--- src/design/ctse_pkg.sv ---
// Shared types and constants for the asctime line to epoch converter.
// Used by ctse_front, ctse_fifo, ctse_back and ctime_string_to_epoch.
// Depends on nothing.
package ctse_pkg;

	// Line layout and character codes
	localparam logic [4:0] LINE_LEN     = 5'd24;
	localparam logic [7:0] DIGIT_ZERO   = 8'd48;
	localparam logic [7:0] CHAR_SPACE   = 8'h20;

	// Fixed character positions within the line
	localparam logic [4:0] POS_MON0     = 5'd4;
	localparam logic [4:0] POS_MON1     = 5'd5;
	localparam logic [4:0] POS_MON2     = 5'd6;
	localparam logic [4:0] POS_DAY_T    = 5'd8;
	localparam logic [4:0] POS_DAY_U    = 5'd9;
	localparam logic [4:0] POS_HOUR_T   = 5'd11;
	localparam logic [4:0] POS_HOUR_U   = 5'd12;
	localparam logic [4:0] POS_MIN_T    = 5'd14;
	localparam logic [4:0] POS_MIN_U    = 5'd15;
	localparam logic [4:0] POS_SEC_T    = 5'd17;
	localparam logic [4:0] POS_SEC_U    = 5'd18;
	localparam logic [4:0] POS_YEAR_0   = 5'd20;
	localparam logic [4:0] POS_YEAR_1   = 5'd21;
	localparam logic [4:0] POS_YEAR_2   = 5'd22;
	localparam logic [4:0] POS_YEAR_3   = 5'd23;

	localparam int         NUM_MONTHS   = 12;
	localparam logic [3:0] MONTH_MAR    = 4'd2;

	// Three-letter month names, first letter in the high byte
	localparam logic [23:0] MONTH_NAME [NUM_MONTHS] = '{
		24'h4A616E, 24'h466562, 24'h4D6172, 24'h417072, 24'h4D6179, 24'h4A756E,
		24'h4A756C, 24'h417567, 24'h536570, 24'h4F6374, 24'h4E6F76, 24'h446563
	};

	// Day of a March-based year on which each month starts (Jan first)
	localparam logic [8:0] MONTH_DOY [NUM_MONTHS] = '{
		9'd306, 9'd337, 9'd0, 9'd31, 9'd61, 9'd92,
		9'd122, 9'd153, 9'd184, 9'd214, 9'd245, 9'd275
	};

	// Year bias keeps the era division on non-negative values
	localparam logic signed [19:0] YEAR_BIAS  = 20'sd80000;
	localparam logic signed [10:0] ERA_BIAS   = 11'sd200;
	localparam logic [26:0]        RECIP_25   = 27'd5243;
	localparam logic [18:0]        ERA_YEARS  = 19'd400;
	localparam logic [13:0]        RECIP_100  = 14'd41;
	localparam logic signed [28:0] ERA_DAYS   = 29'sd146097;
	localparam logic signed [28:0] EPOCH_DAYS = 29'sd719468;
	localparam logic signed [45:0] DAY_SECS   = 46'sd86400;

	typedef struct packed {
		logic [7:0] char_code;
		logic       is_last;
	} in_item_t;

	typedef struct packed {
		logic signed [63:0] epoch_seconds;
		logic               error;
	} out_item_t;

	// One parsed line handed from the front to the back
	typedef struct packed {
		logic               error;
		logic [3:0]         month_idx;
		logic signed [12:0] day;
		logic signed [12:0] hour;
		logic signed [12:0] minute;
		logic signed [12:0] second;
		logic signed [18:0] year;
	} line_t;

endpackage

--- src/design/ctime_string_to_epoch.sv ---
// asctime line ("Www Mmm dd hh:mm:ss yyyy") to Unix seconds, one character per item.
// Throughput: one character per cycle while the record queue has room.
// Path: the record of each line waits in a QUEUE_DEPTH record queue, then passes
// through the eight-stage conversion pipeline to the output.
// Reset clears line state, queue and pipeline at once; zone offset resets to 0.
// Depends on ctse_pkg, ctse_front, ctse_fifo and ctse_back.
module ctime_string_to_epoch #(
	parameter int QUEUE_DEPTH = 4
) (
	input  logic                 clk,
	input  logic                 arst_n,
	input  logic                 in_valid,
	output logic                 in_ready,
	input  ctse_pkg::in_item_t   in_item,
	output logic                 out_valid,
	input  logic                 out_ready,
	output ctse_pkg::out_item_t  out_item,
	input  logic                 cfg_valid,
	output logic                 cfg_ready,
	input  logic signed [16:0]   cfg_data
);

	logic signed [16:0] zone_q;
	logic               rec_valid, rec_ready;
	ctse_pkg::line_t    rec_data;
	logic               pop_valid, pop_ready;
	ctse_pkg::line_t    pop_data;

	// Hold the zone offset register
	assign cfg_ready = 1'b1;
	always_ff @(posedge clk or negedge arst_n) begin
		if (!arst_n) begin
			zone_q <= '0;
		end else if (cfg_valid && cfg_ready) begin
			zone_q <= cfg_data;
		end
	end

	ctse_front u_front (
		.clk       (clk),
		.arst_n    (arst_n),
		.in_valid  (in_valid),
		.in_ready  (in_ready),
		.in_item   (in_item),
		.rec_valid (rec_valid),
		.rec_ready (rec_ready),
		.rec_data  (rec_data)
	);

	ctse_fifo #(
		.DEPTH (QUEUE_DEPTH)
	) u_fifo (
		.clk        (clk),
		.arst_n     (arst_n),
		.push_valid (rec_valid),
		.push_ready (rec_ready),
		.push_data  (rec_data),
		.pop_valid  (pop_valid),
		.pop_ready  (pop_ready),
		.pop_data   (pop_data)
	);

	ctse_back u_back (
		.clk       (clk),
		.arst_n    (arst_n),
		.zone      (zone_q),
		.pop_valid (pop_valid),
		.pop_ready (pop_ready),
		.pop_data  (pop_data),
		.out_valid (out_valid),
		.out_ready (out_ready),
		.out_item  (out_item)
	);

endmodule

--- src/design/ctse_front.sv ---
// Character parser: accumulates fixed-position fields of one line.
// Emits one ctse_pkg::line_t record per line; depends on ctse_pkg.
module ctse_front (
	input  logic                 clk,
	input  logic                 arst_n,
	input  logic                 in_valid,
	output logic                 in_ready,
	input  ctse_pkg::in_item_t   in_item,
	output logic                 rec_valid,
	input  logic                 rec_ready,
	output ctse_pkg::line_t      rec_data
);

	logic [4:0]         position_q, pos_n;
	logic [23:0]        month_q, month_n;
	logic signed [12:0] day_q, day_n;
	logic signed [12:0] hour_q, hour_n;
	logic signed [12:0] minute_q, minute_n;
	logic signed [12:0] second_q, second_n;
	logic signed [18:0] year_q, year_n;
	logic signed [8:0]  dv;
	logic signed [12:0] dv13;
	logic signed [12:0] tens;
	logic signed [18:0] dv19;
	logic               accept;
	logic               hit;
	logic [3:0]         idx;

	assign in_ready = rec_ready;
	assign accept   = in_valid && in_ready;

	// Digit value and tens contribution; a space in a tens place is zero
	assign dv   = $signed({1'b0, in_item.char_code}) - $signed({1'b0, ctse_pkg::DIGIT_ZERO});
	assign dv13 = 13'(dv);
	assign dv19 = 19'(dv);
	assign tens = (in_item.char_code == ctse_pkg::CHAR_SPACE) ? 13'sd0 : dv13 * 13'sd10;

	// Update the field that the current position feeds
	always_comb begin
		month_n  = month_q;
		day_n    = day_q;
		hour_n   = hour_q;
		minute_n = minute_q;
		second_n = second_q;
		year_n   = year_q;
		case (position_q)
			ctse_pkg::POS_MON0, ctse_pkg::POS_MON1, ctse_pkg::POS_MON2: begin
				month_n = {month_q[15:0], in_item.char_code};
			end
			ctse_pkg::POS_DAY_T:  day_n    = tens;
			ctse_pkg::POS_DAY_U:  day_n    = day_q + dv13;
			ctse_pkg::POS_HOUR_T: hour_n   = tens;
			ctse_pkg::POS_HOUR_U: hour_n   = hour_q + dv13;
			ctse_pkg::POS_MIN_T:  minute_n = tens;
			ctse_pkg::POS_MIN_U:  minute_n = minute_q + dv13;
			ctse_pkg::POS_SEC_T:  second_n = tens;
			ctse_pkg::POS_SEC_U:  second_n = second_q + dv13;
			ctse_pkg::POS_YEAR_0: year_n   = dv19 * 19'sd1000;
			ctse_pkg::POS_YEAR_1: year_n   = year_q + dv19 * 19'sd100;
			ctse_pkg::POS_YEAR_2: year_n   = year_q + dv19 * 19'sd10;
			ctse_pkg::POS_YEAR_3: year_n   = year_q + dv19;
			default: ;
		endcase
		pos_n = (position_q < ctse_pkg::LINE_LEN) ? position_q + 5'd1 : position_q;
	end

	// Match the month name against the table
	always_comb begin
		hit = 1'b0;
		idx = 4'd0;
		for (int i = 0; i < ctse_pkg::NUM_MONTHS; i++) begin
			if (!hit && month_n == ctse_pkg::MONTH_NAME[i]) begin
				hit = 1'b1;
				idx = 4'(i);
			end
		end
	end

	// Build the record for the last item of a line
	assign rec_valid          = accept && in_item.is_last;
	assign rec_data.error     = (pos_n < ctse_pkg::LINE_LEN) || !hit;
	assign rec_data.month_idx = idx;
	assign rec_data.day       = day_n;
	assign rec_data.hour      = hour_n;
	assign rec_data.minute    = minute_n;
	assign rec_data.second    = second_n;
	assign rec_data.year      = year_n;

	// Hold line state; clear it after the last item
	always_ff @(posedge clk or negedge arst_n) begin
		if (!arst_n) begin
			position_q <= '0;
			month_q    <= '0;
			day_q      <= '0;
			hour_q     <= '0;
			minute_q   <= '0;
			second_q   <= '0;
			year_q     <= '0;
		end else if (accept) begin
			if (in_item.is_last) begin
				position_q <= '0;
				month_q    <= '0;
				day_q      <= '0;
				hour_q     <= '0;
				minute_q   <= '0;
				second_q   <= '0;
				year_q     <= '0;
			end else begin
				position_q <= pos_n;
				month_q    <= month_n;
				day_q      <= day_n;
				hour_q     <= hour_n;
				minute_q   <= minute_n;
				second_q   <= second_n;
				year_q     <= year_n;
			end
		end
	end

	a_pos_sat: assert property (@(posedge clk) disable iff (!arst_n)
		position_q <= ctse_pkg::LINE_LEN)
		else $error("position counter passed line length");

	a_line_clear: assert property (@(posedge clk) disable iff (!arst_n)
		(accept && in_item.is_last) |=> (position_q == 5'd0 && year_q == 19'sd0))
		else $error("line state not cleared after last item");

endmodule

--- src/design/ctse_fifo.sv ---
// Short record queue between the parser and the conversion pipeline.
// Stores ctse_pkg::line_t records in flops; depends on ctse_pkg.
module ctse_fifo #(
	parameter int DEPTH = 4
) (
	input  logic            clk,
	input  logic            arst_n,
	input  logic            push_valid,
	output logic            push_ready,
	input  ctse_pkg::line_t push_data,
	output logic            pop_valid,
	input  logic            pop_ready,
	output ctse_pkg::line_t pop_data
);

	localparam int PW = (DEPTH > 1) ? $clog2(DEPTH) : 1;
	localparam int CW = $clog2(DEPTH + 1);

	ctse_pkg::line_t mem_q [DEPTH];
	logic [PW-1:0]   wr_ptr_q, rd_ptr_q;
	logic [CW-1:0]   cnt_q;
	logic            push, pop;

	assign push_ready = (cnt_q != CW'(DEPTH));
	assign pop_valid  = (cnt_q != '0);
	assign push       = push_valid && push_ready;
	assign pop        = pop_valid && pop_ready;
	assign pop_data   = mem_q[rd_ptr_q];

	// Write the incoming record
	always_ff @(posedge clk) begin
		if (push) begin
			mem_q[wr_ptr_q] <= push_data;
		end
	end

	// Advance pointers and count
	always_ff @(posedge clk or negedge arst_n) begin
		if (!arst_n) begin
			wr_ptr_q <= '0;
			rd_ptr_q <= '0;
			cnt_q    <= '0;
		end else begin
			if (push) begin
				wr_ptr_q <= (wr_ptr_q == PW'(DEPTH - 1)) ? '0 : wr_ptr_q + PW'(1);
			end
			if (pop) begin
				rd_ptr_q <= (rd_ptr_q == PW'(DEPTH - 1)) ? '0 : rd_ptr_q + PW'(1);
			end
			if (push && !pop) begin
				cnt_q <= cnt_q + CW'(1);
			end else if (pop && !push) begin
				cnt_q <= cnt_q - CW'(1);
			end
		end
	end

	a_cnt_bound: assert property (@(posedge clk) disable iff (!arst_n)
		cnt_q <= CW'(DEPTH))
		else $error("queue count above depth");

endmodule

--- src/design/ctse_back.sv ---
// Conversion pipeline: civil date and time of one record to Unix seconds.
// Eight stages with a common stall; the last stage is the output register.
// Depends on ctse_pkg.
module ctse_back (
	input  logic                 clk,
	input  logic                 arst_n,
	input  logic signed [16:0]   zone,
	input  logic                 pop_valid,
	output logic                 pop_ready,
	input  ctse_pkg::line_t      pop_data,
	output logic                 out_valid,
	input  logic                 out_ready,
	output ctse_pkg::out_item_t  out_item
);

	logic en;
	logic v_s1, v_s2, v_s3, v_s4, v_s5, v_s6, v_s7, v_s8;

	// Carried fields
	logic               err_s1, err_s2, err_s3, err_s4, err_s5, err_s6, err_s7, err_s8;
	logic [8:0]         doy_s1, doy_s2, doy_s3;
	logic signed [12:0] day_s1, day_s2, day_s3, day_s4, day_s5;
	logic signed [12:0] hour_s1, hour_s2, hour_s3, hour_s4;
	logic signed [12:0] min_s1, min_s2, min_s3, min_s4;
	logic signed [12:0] sec_s1, sec_s2, sec_s3, sec_s4, sec_s5;

	// Computed values
	logic [18:0]        n_s1, n_s2;
	logic [9:0]         q_s2;
	logic [8:0]         yoe_s3;
	logic signed [10:0] era_s3, era_s4;
	logic [17:0]        doe_s4, doe_s5;
	logic signed [28:0] era_mul_s5;
	logic signed [25:0] hour_mul_s5;
	logic signed [19:0] min_mul_s5;
	logic signed [28:0] days_s6;
	logic signed [25:0] tod_s6, tod_s7;
	logic signed [45:0] prod_s7;
	logic signed [63:0] epoch_s8;

	logic signed [19:0] ysub;
	logic signed [19:0] nbias;
	logic [26:0]        recip;
	logic [13:0]        t41;

	// Advance every stage unless the output register is stalled
	assign en        = !v_s8 || out_ready;
	assign pop_ready = en;

	// Stage 1: shift Jan and Feb into the previous year, bias positive
	assign ysub  = 20'(pop_data.year)
		- ((pop_data.month_idx < ctse_pkg::MONTH_MAR) ? 20'sd1 : 20'sd0);
	assign nbias = ysub + ctse_pkg::YEAR_BIAS;

	// Stage 2: divide by 400 as (n / 16) / 25 through a reciprocal
	assign recip = 27'(n_s1[18:4]) * ctse_pkg::RECIP_25;

	// Stage 4: yoe / 100 through a reciprocal
	assign t41 = 14'(yoe_s3) * ctse_pkg::RECIP_100;

	always_ff @(posedge clk or negedge arst_n) begin
		if (!arst_n) begin
			v_s1 <= 1'b0;
			v_s2 <= 1'b0;
			v_s3 <= 1'b0;
			v_s4 <= 1'b0;
			v_s5 <= 1'b0;
			v_s6 <= 1'b0;
			v_s7 <= 1'b0;
			v_s8 <= 1'b0;
		end else if (en) begin
			v_s1 <= pop_valid;
			v_s2 <= v_s1;
			v_s3 <= v_s2;
			v_s4 <= v_s3;
			v_s5 <= v_s4;
			v_s6 <= v_s5;
			v_s7 <= v_s6;
			v_s8 <= v_s7;
		end
	end

	always_ff @(posedge clk) begin
		if (en) begin
			// Stage 1
			n_s1    <= nbias[18:0];
			doy_s1  <= ctse_pkg::MONTH_DOY[pop_data.month_idx];
			err_s1  <= pop_data.error;
			day_s1  <= pop_data.day;
			hour_s1 <= pop_data.hour;
			min_s1  <= pop_data.minute;
			sec_s1  <= pop_data.second;
			// Stage 2
			n_s2    <= n_s1;
			q_s2    <= recip[26:17];
			doy_s2  <= doy_s1;
			err_s2  <= err_s1;
			day_s2  <= day_s1;
			hour_s2 <= hour_s1;
			min_s2  <= min_s1;
			sec_s2  <= sec_s1;
			// Stage 3: year of era and era
			yoe_s3  <= 9'(n_s2 - 19'(q_s2) * ctse_pkg::ERA_YEARS);
			era_s3  <= $signed({1'b0, q_s2}) - ctse_pkg::ERA_BIAS;
			doy_s3  <= doy_s2;
			err_s3  <= err_s2;
			day_s3  <= day_s2;
			hour_s3 <= hour_s2;
			min_s3  <= min_s2;
			sec_s3  <= sec_s2;
			// Stage 4: day of era
			doe_s4  <= 18'(yoe_s3) * 18'd365 + 18'(yoe_s3[8:2])
				- 18'(t41[13:12]) + 18'(doy_s3);
			era_s4  <= era_s3;
			err_s4  <= err_s3;
			day_s4  <= day_s3;
			hour_s4 <= hour_s3;
			min_s4  <= min_s3;
			sec_s4  <= sec_s3;
			// Stage 5: constant products
			era_mul_s5  <= 29'(era_s4) * ctse_pkg::ERA_DAYS;
			hour_mul_s5 <= 26'(hour_s4) * 26'sd3600;
			min_mul_s5  <= 20'(min_s4) * 20'sd60;
			doe_s5      <= doe_s4;
			err_s5      <= err_s4;
			day_s5      <= day_s4;
			sec_s5      <= sec_s4;
			// Stage 6: day count and time of day less zone offset
			days_s6 <= era_mul_s5 + $signed({11'b0, doe_s5}) - ctse_pkg::EPOCH_DAYS
				+ 29'(day_s5) - 29'sd1;
			tod_s6  <= hour_mul_s5 + 26'(min_mul_s5) + 26'(sec_s5) - 26'(zone);
			err_s6  <= err_s5;
			// Stage 7: days to seconds
			prod_s7 <= 46'(days_s6) * ctse_pkg::DAY_SECS;
			tod_s7  <= tod_s6;
			err_s7  <= err_s6;
			// Stage 8: final sum, or all ones on error
			epoch_s8 <= err_s7 ? -64'sd1 : 64'(prod_s7) + 64'(tod_s7);
			err_s8   <= err_s7;
		end
	end

	assign out_valid              = v_s8;
	assign out_item.epoch_seconds = epoch_s8;
	assign out_item.error         = err_s8;

	a_err_value: assert property (@(posedge clk) disable iff (!arst_n)
		(out_valid && out_item.error) |-> (out_item.epoch_seconds == -64'sd1))
		else $error("error result without all-ones seconds");

	a_pop_enters: assert property (@(posedge clk) disable iff (!arst_n)
		(pop_valid && pop_ready) |=> v_s1)
		else $error("popped record did not enter the pipeline");

endmodule

--- config.mk ---
export PLATFORM = sky130hd
export DESIGN_NAME = ctime_string_to_epoch
export DESIGN_NICKNAME = d
export VERILOG_FILES = /design/src/design/ctse_pkg.sv /design/src/design/ctime_string_to_epoch.sv /design/src/design/ctse_front.sv /design/src/design/ctse_fifo.sv /design/src/design/ctse_back.sv
export SDC_FILE = /design/constraint.sdc
export NUM_CORES = 2
export LEC_CHECK = 0
export BUFFER_PORTS_ARGS = -buffer_cell sky130_fd_sc_hd__buf_2
export CORE_MARGIN = 1.5
export CORE_UTILIZATION = 40
export CTS_CLUSTER_DIAMETER = 80
export DETAILED_ROUTE_END_ITERATION = 6
export GPL_ROUTABILITY_DRIVEN = 1
export PLACE_DENSITY = 0.57
export SLEW_MARGIN = 40
export SYNTH_ARGS = -nofsm -noshare
export SYNTH_HDL_FRONTEND = slang
export SYNTH_SLANG_ARGS = --single-unit
--- constraint.sdc ---
create_clock -name clk -period 61.3 [get_ports clk]
set_clock_uncertainty 0.2 [all_clocks]
set_input_delay 3.065 -clock clk [delete_from_list [all_inputs] [get_ports clk]]
set_output_delay 3.065 -clock clk [all_outputs]
set_load 0.05 [all_outputs]
==> impl_metrics.toml <==
[detailed_routing]
met2WireLength_um = 64100
postRouteWirelength_um = 136000
top_layer = "met4"
drtAntennaViolNets = 0
wl_met3_um = 4250
viasPerCell = 5.01
dr.first_iter.drc_count = 2158
avgRoutedWirePerCell_um = 16.6
drc = 0
num_vias = 40916
first_pass_iters = 5
met1_length_um = 64200

[timing]
final_hold_viol_count = 0
setup_viol = 0
finalMaxSlewViolations = 0
max_slew.worst_pin.slew_ns = 0.885
grt_setup_unrepaired = "false"
max_freq_ghz = 0.109
fin_setup_tns_ns = 0
min_period_over_period_pct = 15.0
fin_ws_ns = 52.11
fin_crit_ns = 9.19
relSlewSlack_pct = 40.4

[synth]
synthesis.nets = 6904
yosys-top-cells-area = "edfxtp_1, ha_1, fa_1"
ys_ff_latch = 1046
syn_inst = 5645
netlist_area_mm2 = 0.0693
synth_edf_count = 914
postSynthAreaPerCell_um2 = 12.3
yosys_most_used_dff = "edfxtp_1"
synth_top_area_share_pct = 39.6
async_reset_ff_share_pct = 12.6
synth_area_leader_cell = "edfxtp_1"
yosys_warnings = 0
synth_cell_types = 92
yosysSeqAreaShare_pct = 44.4

[global_routing]
grt_pass1_wl_um = 221000
grt_util_all_layers_pct = 15.7
grt_pass1_vias = 41424
gr-total-overflow = 0
grt_max_degree = 149
antenna_found_initial = 3

[placed_design]
dp_hpwl_um = 101000
place.gp.congestion = 0.863
port_buffers = 97
dp_slack_ns = 51.41

[floorplan]
io_pins = 99
die_w_um = 419
start_util_pct = 40.3
die_h_um = 419
rows = 152
dieArea_mm2 = 0.176
core_mm2 = 0.172

[clock_network]
ctsRootBufferMaster = "clkbuf_16"
clockBufferDepth = 3
clkSinkCount = 1046
post_cts_buffers = 0
path_clk_slew_ns = 0.06
cts_tree = "yes"
cts.repair.resized = 0
numCtsBuffers = 111
cts_max_level = 3
insertion_delay_ns = 0.72
hold_buffers = 0

[critical_path]
slowest_stage = "a2111oi_1"
required_ns = 61.50
slowest_delay_ns = 0.68
crit_path_end_kind = "flip-flop"
cp_cell_sequence = "buf_2 > ha_1 > or3_1 > buf_4 > inv_2 > buf_4 > ha_1 > xnor2_1 > fa_1 > inv_1 > fa_1 > inv_1 > fa_1 > inv_1 > ha_1 > nand3_1 > a211oi_1 > a2111oi_1 > a21oi_1 > xor2_1 > a21oi_1 > o211ai_1 > o21ai_0 > a21oi_1"
arrival_ns = 9.39
path_max_fanout = 41
crit_type = "input pin to flip-flop"
start_kind = "input pin"

[cells_and_area]
utilization_pct = 44.5
nNetsFinal = 7026
diodes = 0
final_common_cell = "edfxtp_1"
area_delta_synth_final_pct = 10.2
fill_cells = 15624
final_cell_mix = "edfxtp_1, inv_1, ha_1"
drive_above_1_share_pct = 8.19

[outcome]
status = "finished clean"

[worst_hold_path]
hold_path_class = "flip-flop to flip-flop"

[job]
cap_violations = 0
-- final timing paths --
path                                        startpoint  cells after the start                               to  slack (ns)
min                        u_back.hour_s3[7]$_DFFE_PN_                      0      u_back.hour_s4[7]$_DFFE_PN_        0.20
max in group asynchronous                       arst_n                      2   u_fifo.rd_ptr_q[1]$_DFFE_PN0P_       57.43
max reg2reg                 u_back.yoe_s3[3]$_DFFE_PN_                     33      u_back.doe_s4[16]$_DFFE_PN_       53.22
min reg2reg                u_back.hour_s3[7]$_DFFE_PN_                      0      u_back.hour_s4[7]$_DFFE_PN_        0.20
max                                         in_item[5]                     24    u_fifo.mem_q[0][18]$_DFFE_PP_       52.11
min in group asynchronous                       arst_n                      1  u_front.month_q[21]$_DFFE_PN0P_        2.17
-- stage by stage --
step / cell area (µm²) / cells / hold slack, ns
2_1_floorplan: 69300 / 5645 / 0.200
3_3_place_gp: 72400 / 7961 / 0.200
5_1_grt: 76400 / 8174 / 0.218
3_5_place_dp: 72500 / 7962 / 0.205
6_report: 76400 / 8174 / 0.204
4_1_cts: 76300 / 8172 / 0.207
-- state kept, by name (all words and copies together) (netlist names), 19 cells and up --
signal	flops
u_back.days_s6	29
u_back.epoch_s8	47
u_back.era_mul_s5	29
u_back.hour_mul_s5	22
u_back.n_s1	19
u_back.prod_s7	39
u_back.tod_s6	26
u_back.tod_s7	26
u_fifo.mem_q	304
u_front.month_q	24
u_front.year_q	19
-- critical path, delay by kind of cell --
kind	cells	cell delay, ns
compound gates	7	1.69
xor+xnor	2	0.40
fa+ha+maj	6	2.58
buf+inv	7	1.18
simple gates	2	0.43
-- cells in the mapped netlist, types with 75 or more instances --
cell type  instances
a21o_1           105
edfxtp_1         914
xor2_1           101
xnor2_1          244
nor2_1           245
fa_1             402
nand2_1          234
a21oi_1          256
nor3_1            77
inv_1            905
mux4_2            75
ha_1             826
clkbuf_1          87
dfrtp_1          132
o21ai_0          154
-- layer usage --
layer  vias to the layer above  global-route usage, %
met5                         -                      0
li1                      20207                      -
met2                       575                   26.3
met3                       164                   2.11
met1                     19970                   21.2
met4                         0                   4.23
-- cell type report --
cell class	count	area, µm²	area share (%)
Inverter	906	3400	4.45
Timing Repair Buffer	129	825	1.08
Tap cell	2310	2890	3.79
Multi-Input combinational cell	3573	34700	45.4
Clock buffer	146	3030	3.97
Clock inverter	64	773	1.01
Sequential cell	1046	30800	40.3
-- cells by family (layout without fill, tap and decap cells) --
family | count (synthesis) | count (layout) | synth area share, %
buf+inv | 1026 | 1245 | 5.68
compound gates | 999 | 999 | 9.72
fa+ha+maj | 1228 | 1228 | 26.5
flops | 1046 | 1046 | 44.4
xor+xnor | 347 | 347 | 4.43
simple gates | 870 | 870 | 5.98
mux | 127 | 127 | 3.25
other cells | 2 | 2 | 0.0108
Power is left out: the tool's default activity adds up to more than one toggle a clock period on the data nets, which glitch-free logic cannot reach.
